**src/rtl/wavhp_pkg.sv**
```systemverilog
// Shared types and constants for the WAV header parser.
// Holds the request and result payload structs, mode and status codes, and header tags.
// No dependencies.
package wavhp_pkg;

    typedef struct packed {
        logic [1:0] mode;
        logic [7:0] data_byte;
    } wavhp_in_t;

    typedef struct packed {
        logic [3:0]  status;
        logic [30:0] data_length;
    } wavhp_out_t;

    localparam logic [1:0] MODE_BYTE    = 2'd0;
    localparam logic [1:0] MODE_EOS     = 2'd1;
    localparam logic [1:0] MODE_RESTART = 2'd2;

    localparam logic [3:0] ST_OK         = 4'd0;
    localparam logic [3:0] ST_TRUNCATED  = 4'd1;
    localparam logic [3:0] ST_NO_RIFF    = 4'd2;
    localparam logic [3:0] ST_NO_WAVE    = 4'd3;
    localparam logic [3:0] ST_NO_FMT     = 4'd4;
    localparam logic [3:0] ST_FMT_SHORT  = 4'd5;
    localparam logic [3:0] ST_NOT_PCM    = 4'd6;
    localparam logic [3:0] ST_NOT_MONO   = 4'd7;
    localparam logic [3:0] ST_RATE       = 4'd8;
    localparam logic [3:0] ST_NOT_16BIT  = 4'd9;
    localparam logic [3:0] ST_UNKNOWN    = 4'd10;
    localparam logic [3:0] ST_BAD_SIZE   = 4'd11;

    // Tags as they appear once four little-endian bytes are gathered.
    localparam logic [31:0] TAG_RIFF = 32'h4646_4952;
    localparam logic [31:0] TAG_WAVE = 32'h4556_4157;
    localparam logic [31:0] TAG_FMT  = 32'h2074_6d66;
    localparam logic [31:0] TAG_DATA = 32'h6174_6164;
    localparam logic [31:0] TAG_FACT = 32'h7463_6166;

    localparam logic [31:0] FMT_MIN_SIZE = 32'd16;
    localparam logic [31:0] RATE_RESET   = 32'd8000;

endpackage

```
**src/rtl/wav_header_parser.sv**
```systemverilog
// WAV header parser top level: input register feeding the parse stage.
// Depends on wavhp_pkg, wavhp_in_reg and wavhp_core.
//
// The block takes one request per clock: a file byte, an end-of-stream mark or
// a restart. It checks the RIFF/WAVE header and gives one result per file,
// either the data chunk length with status ok or the first error found; later
// requests are dropped until a restart. Throughput is one request per cycle.
// Requests that make no result keep flowing while a result waits on out_ready;
// only a request that would make the next result waits until the held result
// is taken. An accepted request is held in the input register; the parse stage
// takes it from there and loads the result register, which drives out_valid.
// The expected sample rate resets to 8000 and is written through
// cfg_wr_en/cfg_wr_data.
module wav_header_parser (
    input  logic                  clk,
    input  logic                  rst_n,
    input  logic                  cfg_wr_en,
    input  logic [31:0]           cfg_wr_data,
    input  logic                  in_valid,
    output logic                  in_ready,
    input  wavhp_pkg::wavhp_in_t  in_data,
    output logic                  out_valid,
    input  logic                  out_ready,
    output wavhp_pkg::wavhp_out_t out_data
);

    logic                 s1_valid;
    logic                 s1_ready;
    wavhp_pkg::wavhp_in_t s1_data;

    wavhp_in_reg u_in_reg (
        .clk      (clk),
        .rst_n    (rst_n),
        .in_valid (in_valid),
        .in_ready (in_ready),
        .in_data  (in_data),
        .s1_valid (s1_valid),
        .s1_ready (s1_ready),
        .s1_data  (s1_data)
    );

    wavhp_core u_core (
        .clk         (clk),
        .rst_n       (rst_n),
        .cfg_wr_en   (cfg_wr_en),
        .cfg_wr_data (cfg_wr_data),
        .s1_valid    (s1_valid),
        .s1_ready    (s1_ready),
        .s1_data     (s1_data),
        .out_valid   (out_valid),
        .out_ready   (out_ready),
        .out_data    (out_data)
    );

endmodule

```
**src/rtl/wavhp_in_reg.sv**
```systemverilog
// Input register of the WAV header parser.
// Holds one accepted request until the parse stage takes it; uses wavhp_pkg.
module wavhp_in_reg (
    input  logic              clk,
    input  logic              rst_n,
    input  logic              in_valid,
    output logic              in_ready,
    input  wavhp_pkg::wavhp_in_t in_data,
    output logic              s1_valid,
    input  logic              s1_ready,
    output wavhp_pkg::wavhp_in_t s1_data
);

    logic                 valid_reg;
    logic                 valid_next;
    wavhp_pkg::wavhp_in_t data_reg;

    assign in_ready = !valid_reg || s1_ready;

    always_comb
    begin
        valid_next = valid_reg;
        if (in_valid && in_ready)
        begin
            valid_next = 1'b1;
        end
        else if (s1_ready)
        begin
            valid_next = 1'b0;
        end
    end

    always_ff @(posedge clk or negedge rst_n)
    begin
        if (!rst_n)
        begin
            valid_reg <= 1'b0;
        end
        else
        begin
            valid_reg <= valid_next;
        end
    end

    always_ff @(posedge clk)
    begin
        if (in_valid && in_ready)
        begin
            data_reg <= in_data;
        end
    end

    assign s1_valid = valid_reg;
    assign s1_data  = data_reg;

endmodule

```
**src/rtl/wavhp_core.sv**
```systemverilog
// Parse stage of the WAV header parser: header state, field gathering,
// checks and the result register. Uses wavhp_pkg.
module wavhp_core (
    input  logic                  clk,
    input  logic                  rst_n,
    input  logic                  cfg_wr_en,
    input  logic [31:0]           cfg_wr_data,
    input  logic                  s1_valid,
    output logic                  s1_ready,
    input  wavhp_pkg::wavhp_in_t  s1_data,
    output logic                  out_valid,
    input  logic                  out_ready,
    output wavhp_pkg::wavhp_out_t out_data
);

    localparam logic [4:0] PH_TYPE     = 5'd0;
    localparam logic [4:0] PH_RSIZE    = 5'd1;
    localparam logic [4:0] PH_FORM     = 5'd2;
    localparam logic [4:0] PH_FMT      = 5'd3;
    localparam logic [4:0] PH_HSIZE    = 5'd4;
    localparam logic [4:0] PH_FORMAT   = 5'd5;
    localparam logic [4:0] PH_CHANS    = 5'd6;
    localparam logic [4:0] PH_FREQ     = 5'd7;
    localparam logic [4:0] PH_BYSEC    = 5'd8;
    localparam logic [4:0] PH_BYSAM    = 5'd9;
    localparam logic [4:0] PH_BISAM    = 5'd10;
    localparam logic [4:0] PH_FMTSKIP  = 5'd11;
    localparam logic [4:0] PH_CTAG     = 5'd12;
    localparam logic [4:0] PH_CSIZE    = 5'd13;
    localparam logic [4:0] PH_FACTSKIP = 5'd14;

    logic [31:0] rate_reg;
    logic [4:0]  phase_reg,    phase_next;
    logic [1:0]  bif_reg,      bif_next;
    logic [31:0] shift_reg,    shift_next;
    logic [31:0] tag_reg,      tag_next;
    logic [31:0] skip_reg,     skip_next;
    logic        finished_reg, finished_next;
    logic        out_valid_reg, out_valid_next;
    wavhp_pkg::wavhp_out_t out_data_reg;

    logic        take;
    logic        emit;
    logic [3:0]  emit_status;
    logic [30:0] emit_len;
    logic [31:0] gathered;
    logic [2:0]  count_inc;
    logic        short_field;
    logic [31:0] skip_dec;

    assign s1_ready = take;

    always_comb
    begin
        phase_next    = phase_reg;
        bif_next      = bif_reg;
        shift_next    = shift_reg;
        tag_next      = tag_reg;
        skip_next     = skip_reg;
        finished_next = finished_reg;
        emit          = 1'b0;
        emit_status   = wavhp_pkg::ST_OK;
        emit_len      = '0;
        gathered      = shift_reg | (32'(s1_data.data_byte) << {bif_reg, 3'b000});
        count_inc     = {1'b0, bif_reg} + 3'd1;
        short_field   = phase_reg inside {PH_FORMAT, PH_CHANS, PH_BYSAM, PH_BISAM};
        skip_dec      = (skip_reg != '0) ? (skip_reg - 32'd1) : '0;

        if (s1_valid)
        begin
            if (s1_data.mode == wavhp_pkg::MODE_RESTART)
            begin
                phase_next    = PH_TYPE;
                bif_next      = '0;
                shift_next    = '0;
                tag_next      = '0;
                skip_next     = '0;
                finished_next = 1'b0;
            end
            else if (finished_reg)
            begin
                // After the result, everything but a restart is dropped.
            end
            else if (s1_data.mode == wavhp_pkg::MODE_EOS)
            begin
                emit        = 1'b1;
                emit_status = wavhp_pkg::ST_TRUNCATED;
            end
            else if (s1_data.mode == wavhp_pkg::MODE_BYTE)
            begin
                if (phase_reg == PH_FMTSKIP || phase_reg == PH_FACTSKIP)
                begin
                    skip_next = skip_dec;
                    if (skip_dec == '0)
                    begin
                        phase_next = PH_CTAG;
                    end
                end
                else if (count_inc < (short_field ? 3'd2 : 3'd4))
                begin
                    bif_next   = count_inc[1:0];
                    shift_next = gathered;
                end
                else
                begin
                    bif_next   = '0;
                    shift_next = '0;
                    unique case (phase_reg)
                        PH_TYPE:
                        begin
                            tag_next   = gathered;
                            phase_next = PH_RSIZE;
                        end
                        PH_RSIZE:
                        begin
                            phase_next = PH_FORM;
                        end
                        PH_FORM:
                        begin
                            if (tag_reg != wavhp_pkg::TAG_RIFF)
                            begin
                                emit        = 1'b1;
                                emit_status = wavhp_pkg::ST_NO_RIFF;
                            end
                            else if (gathered != wavhp_pkg::TAG_WAVE)
                            begin
                                emit        = 1'b1;
                                emit_status = wavhp_pkg::ST_NO_WAVE;
                            end
                            else
                            begin
                                phase_next = PH_FMT;
                            end
                        end
                        PH_FMT:
                        begin
                            if (gathered != wavhp_pkg::TAG_FMT)
                            begin
                                emit        = 1'b1;
                                emit_status = wavhp_pkg::ST_NO_FMT;
                            end
                            else
                            begin
                                phase_next = PH_HSIZE;
                            end
                        end
                        PH_HSIZE:
                        begin
                            if (gathered[31])
                            begin
                                emit        = 1'b1;
                                emit_status = wavhp_pkg::ST_BAD_SIZE;
                            end
                            else if (gathered < wavhp_pkg::FMT_MIN_SIZE)
                            begin
                                emit        = 1'b1;
                                emit_status = wavhp_pkg::ST_FMT_SHORT;
                            end
                            else
                            begin
                                skip_next  = gathered - wavhp_pkg::FMT_MIN_SIZE;
                                phase_next = PH_FORMAT;
                            end
                        end
                        PH_FORMAT:
                        begin
                            if (gathered[15:0] != 16'd1)
                            begin
                                emit        = 1'b1;
                                emit_status = wavhp_pkg::ST_NOT_PCM;
                            end
                            else
                            begin
                                phase_next = PH_CHANS;
                            end
                        end
                        PH_CHANS:
                        begin
                            if (gathered[15:0] != 16'd1)
                            begin
                                emit        = 1'b1;
                                emit_status = wavhp_pkg::ST_NOT_MONO;
                            end
                            else
                            begin
                                phase_next = PH_FREQ;
                            end
                        end
                        PH_FREQ:
                        begin
                            if (gathered != rate_reg)
                            begin
                                emit        = 1'b1;
                                emit_status = wavhp_pkg::ST_RATE;
                            end
                            else
                            begin
                                phase_next = PH_BYSEC;
                            end
                        end
                        PH_BYSEC:
                        begin
                            phase_next = PH_BYSAM;
                        end
                        PH_BYSAM:
                        begin
                            if (gathered[15:0] != 16'd2)
                            begin
                                emit        = 1'b1;
                                emit_status = wavhp_pkg::ST_NOT_16BIT;
                            end
                            else
                            begin
                                phase_next = PH_BISAM;
                            end
                        end
                        PH_BISAM:
                        begin
                            phase_next = (skip_reg == '0) ? PH_CTAG : PH_FMTSKIP;
                        end
                        PH_CTAG:
                        begin
                            tag_next   = gathered;
                            phase_next = PH_CSIZE;
                        end
                        PH_CSIZE:
                        begin
                            if (tag_reg == wavhp_pkg::TAG_DATA)
                            begin
                                emit        = 1'b1;
                                if (gathered[31])
                                begin
                                    emit_status = wavhp_pkg::ST_BAD_SIZE;
                                end
                                else
                                begin
                                    emit_status = wavhp_pkg::ST_OK;
                                    emit_len    = gathered[30:0];
                                end
                            end
                            else if (tag_reg != wavhp_pkg::TAG_FACT)
                            begin
                                emit        = 1'b1;
                                emit_status = wavhp_pkg::ST_UNKNOWN;
                            end
                            else if (gathered[31])
                            begin
                                emit        = 1'b1;
                                emit_status = wavhp_pkg::ST_BAD_SIZE;
                            end
                            else
                            begin
                                skip_next  = gathered;
                                phase_next = (gathered == '0) ? PH_CTAG : PH_FACTSKIP;
                            end
                        end
                        default:
                        begin
                            phase_next = PH_TYPE;
                        end
                    endcase
                end
            end
        end

        // Only a request that makes a result has to wait for room in the result
        // register; every other request passes while an earlier result is held.
        take = s1_valid && (!emit || !out_valid_reg || out_ready);
        if (!take)
        begin
            phase_next    = phase_reg;
            bif_next      = bif_reg;
            shift_next    = shift_reg;
            tag_next      = tag_reg;
            skip_next     = skip_reg;
            finished_next = finished_reg;
            emit          = 1'b0;
        end

        if (emit)
        begin
            finished_next = 1'b1;
        end

        out_valid_next = out_valid_reg;
        if (emit)
        begin
            out_valid_next = 1'b1;
        end
        else if (out_ready)
        begin
            out_valid_next = 1'b0;
        end
    end

    always_ff @(posedge clk or negedge rst_n)
    begin
        if (!rst_n)
        begin
            rate_reg      <= wavhp_pkg::RATE_RESET;
            phase_reg     <= PH_TYPE;
            bif_reg       <= '0;
            shift_reg     <= '0;
            tag_reg       <= '0;
            skip_reg      <= '0;
            finished_reg  <= 1'b0;
            out_valid_reg <= 1'b0;
        end
        else
        begin
            if (cfg_wr_en)
            begin
                rate_reg <= cfg_wr_data;
            end
            phase_reg     <= phase_next;
            bif_reg       <= bif_next;
            shift_reg     <= shift_next;
            tag_reg       <= tag_next;
            skip_reg      <= skip_next;
            finished_reg  <= finished_next;
            out_valid_reg <= out_valid_next;
        end
    end

    always_ff @(posedge clk)
    begin
        if (emit)
        begin
            out_data_reg.status      <= emit_status;
            out_data_reg.data_length <= emit_len;
        end
    end

    assign out_valid = out_valid_reg;
    assign out_data  = out_data_reg;

endmodule
```
**config.mk**
```make
export PLATFORM = sky130hd
export DESIGN_NAME = wav_header_parser
export DESIGN_NICKNAME = d
export VERILOG_FILES = /design/src/rtl/wavhp_pkg.sv /design/src/rtl/wav_header_parser.sv /design/src/rtl/wavhp_in_reg.sv /design/src/rtl/wavhp_core.sv
export SDC_FILE = /design/constraint.sdc
export NUM_CORES = 1
export LEC_CHECK = 0
export ABC_CLOCK_PERIOD_IN_PS = 14700
export BUFFER_PORTS_ARGS = -buffer_cell sky130_fd_sc_hd__buf_2
export CAP_MARGIN = 30
export CELL_PAD_IN_SITES_DETAIL_PLACEMENT = 1
export CELL_PAD_IN_SITES_GLOBAL_PLACEMENT = 2
export CORE_ASPECT_RATIO = 0.75
export CORE_MARGIN = 2
export CORE_UTILIZATION = 40
export DETAILED_ROUTE_END_ITERATION = 7
export GPL_TIMING_DRIVEN = 0
export PLACE_DENSITY = 0.93
export SLEW_MARGIN = 20
export SYNTH_ARGS = -nofsm -noshare
export SYNTH_HDL_FRONTEND = slang
export SYNTH_SLANG_ARGS = --single-unit
```
**constraint.sdc**
```tcl
create_clock -name clk -period 14.7 [get_ports clk]
set_input_delay 2.94 -clock clk [delete_from_list [all_inputs] [get_ports clk]]
set_output_delay 2.94 -clock clk [all_outputs]
set_load 0.1 [all_outputs]
```
==> flow_summary_export.csv <==
group,metric,value,unit
status,status,"finished, final reports clean",
detailed_routing,dr_wl_met3,4030,µm
die,die-area,28400,µm²
detailed_routing,drt-initial-drc-count,1169,
finish,fin_nets,1301,
setup_path,cp_max_fo,8,
synthesis,yosys.area.top_type,"dfrtp_1",
global_routing,grtUsageTotal,0.291,
timing,layout_min_cycle_time,7.83,ns
synthesis,synth-xor-area-share,0.0511,
cts,cts_buffers,17,
synthesis,synth_compound_area_frac,0.160,
synthesis,synth_nets,1185,
min_path,hp-class,"reg2reg",
synthesis,synthAdderAreaFrac,0.0116,
setup_path,crit_path_end_kind,"output port",
timing,hold-worst-slack,0.480,ns
global_routing,grt_pass1_vias,10300,
synthesis,netlist_instances,1128,
die,core,26700,µm²
die,fp.dieW,194,µm
run,maxCapViolations,0,
finish,drive_above_1_share,0.209,
power,p_sw,1.34,mW
cts,cts_hold_buf,0,
detailed_routing,wl_met1,18300,µm
finish,final_cell_area,12500,µm²
setup_path,critPathKind,"reg2out",
power,p_sw_frac,0.493,
detailed_routing,highest_layer,"met4",
synthesis,synth_top_family_by_area,"simple AND/OR/NAND/NOR gates",
detailed_routing,dr.pass1.iters,5,
synthesis,yosysSeqAreaShare,0.443,
synthesis,syn_area_per_cell,9.58,µm²
placement,place_congestion,0.970,
synthesis,synth.distinct_cells,86,
synthesis,synthArstFlopShare,0.753,
cts,root_buffer,"clkbuf_16",
power,intPower,1.38,mW
timing,hold_viol_final,0,
detailed_routing,postRouteAntennaNets,0,
timing,setup_viol,0,
synthesis,synth_ff_type,"dfrtp_1",
synthesis,synth-edff-count,45,
power,clkPwrFrac,0.185,
finish,final_common_cell,"nor2_1",
global_routing,grt_max_degree,80,
synthesis,ys_ff_latch,182,
die,rows,52,
finish,nFillCells,3071,
power,power_frac_seq,0.307,
placement,portBuffers,82,
timing,fmax,128,MHz
timing,worst_pin_slew,1.15,ns
detailed_routing,num_vias,9984,
global_routing,grt_pass1_wl,62800,µm
timing,relSlewSlack,0.232,
finish,area_growth,15.5,%
power,ir_worst_vdd,102,µV
detailed_routing,wl_met2,17100,µm
setup_path,cp-start-kind,"flop",
cts,clk_latency,0.46,ns
power,power_frac_comb,0.508,
finish,antennaDiodeCount,0,
die,io_pins,84,
setup_path,cpPeakStageDelay,0.84,ns
synthesis,synth_area,10800,µm²
detailed_routing,vias_per_cell,6.21,
timing,maxSlewViolCount,0,
detailed_routing,wirelength,40500,µm
cts,cts_num_sinks,182,
finish,multi_input_area,5560,µm²
cts,cts.path.max_buffers,2,
die,initial_core_util,0.404,
die,die_h,146,µm
power,cellPowerDensity,219,nW/µm²
timing,clock_skew,0.0140,ns
detailed_routing,drc_errors,0,
setup_path,cp_data_required_time,11.76,ns
timing,rsz0062_at_grt,"false",
cts,postCtsSetupBuffers,0,
finish,regArea,4790,µm²
setup_path,cpMostUsedCell,"a21oi_1",
setup_path,path_cells,"nor2b_1, buf_4, a21oi_1, xor2_1, nand4_1, nor4_1, a31oi_1, nand4bb_4, a21oi_1, nand2b_1, buf_2",
detailed_routing,wl_per_cell,25.2,µm
placement,dp_hpwl,29600,µm
timing,fin_crit_sh,0.533,
synthesis,synth.area.mux_share,0.0761,
finish,largest_reg_flops,35,
cts,tritoncts,"done",
finish,final_cell_mix,"148 x nor2_1, 131 x dfrtp_1, 87 x buf_2, 86 x nand2_1, 78 x o21ai_0",
setup_path,crit_arrival,4.89,ns
synthesis,synthSimpleGateAreaFrac,0.212,
placement,place_area,11800,µm²
power,leakagePower,4.97,nW
cts,cts_htree_levels,4,
synthesis,ys_warn_count,0,
synthesis,synth_top_area_frac,0.303,
global_routing,grt_overflow,0,
global_routing,antenna_found_initial,0,
setup_path,slowest_stage,"a21oi_1",
cts,path_clk_slew,0.08,ns
cts,cts_resized,0,
timing,final.setup.tns,0,ns
synthesis,synth_area_leaders,"dfrtp_1 30%, edfxtp_1 13%, nor2_1 5.1%",
[path summary, 6_finish.rpt]
| path | startpoint | end | slack, ns | cells past startpoint |
|---|---|---|---|---|
| max | u_core.bif_reg[0]$_DFFE_PN0P_ | in_ready | 6.87 | 11 |
| min | u_core.tag_reg[22]$_DFFE_PN0P_ | u_core.tag_reg[22]$_DFFE_PN0P_ | 0.48 | 2 |
| max reg2reg | u_core.bif_reg[0]$_DFFE_PN0P_ | u_core.out_data[24]$_SDFFCE_PP0P_ | 9.68 | 14 |
| min reg2reg | u_core.tag_reg[22]$_DFFE_PN0P_ | u_core.tag_reg[22]$_DFFE_PN0P_ | 0.48 | 2 |
| max in group asynchronous | rst_n | u_core.rate_reg[12]$_DFFE_PN1P_ | 11.45 | 2 |
| min in group asynchronous | rst_n | u_core.skip_reg[27]$_DFFE_PN0P_ | 2.41 | 1 |
[logic make-up (layout without fill, tap and decap cells)]
kind of cell	after synthesis	count (layout)
compound gates	270	270
xor+xnor	63	63
fa+ha+maj	10	10
buf+inv	100	229
flops	182	182
mux	63	63
simple gates	440	440
[per-layer routing]
| layer | GRT usage | up-vias |
|---|---|---|
| li1 | - | 4355 |
| met1 | 0.412 | 5086 |
| met2 | 0.419 | 465 |
| met3 | 0.0933 | 78 |
| met4 | 0.0947 | 0 |
| met5 | 0 | - |
[synthesized netlist by cell type, drive strengths merged (5+ instances only)]
library cell and number:
a32oi 7, ha 10, o31ai 39, and4 5, nor3 33, o21ai 80, a22oi 7, nand2b 11
nor2 150, clkbuf 40, or2 7, inv 31, nor3b 5, dfstp 6, xnor2 25, o22ai 6
a21oi 66, or4 8, nand3 22, edfxtp 45, nand4b 6, nor4 26, xor2 38, or3 5
nor4b 6, nand2 86, nor2b 13, mux2 63, and3 10, dfrtp 131, a31oi 26, buf 26
nand4 23
[critical path, delay by kind of cell, from the launching register on]
family / cells / cell delay (ns)
compound gates: 3 / 1.60
xor+xnor: 1 / 0.20
buf+inv: 2 / 0.60
flops: 1 / 0.51
simple gates: 5 / 1.52
[cell type report]
type	count	area share
clock inverters	15	0.0172
clock buffers	17	0.0341
multi-input cells	846	0.445
well taps	351	0.0352
flip-flops and latches	182	0.384
repair buffers	97	0.0444
inverters	31	0.00932
plain buffers	69	0.0310
[per-stage QoR]
step / power [mW] / util / setup WS [ns] / cells
2_1_floorplan: 1.66 / - / 7.76 / 1128
3_3_place_gp: 2.09 / 0.436 / 7.00 / 1561
3_5_place_dp: 2.15 / 0.441 / 7.57 / 1570
4_1_cts: 2.67 / 0.465 / 7.05 / 1602
5_1_grt: 2.86 / 0.467 / 6.76 / 1608
6_report: 2.73 / 0.467 / 6.87 / 1608
[power groups by stage]
| stage | sequential [mW] | clock [mW] | combinational [mW] |
|---|---|---|---|
| 2_1_floorplan | 0.798 | 0 | 0.865 |
| 3_3_place_gp | 0.823 | 0 | 1.27 |
| 3_5_place_dp | 0.834 | 0 | 1.32 |
| 4_1_cts | 0.827 | 0.508 | 1.33 |
| 5_1_grt | 0.853 | 0.529 | 1.48 |
| 6_report | 0.838 | 0.504 | 1.39 |
(Power assumes the default switching activity.)
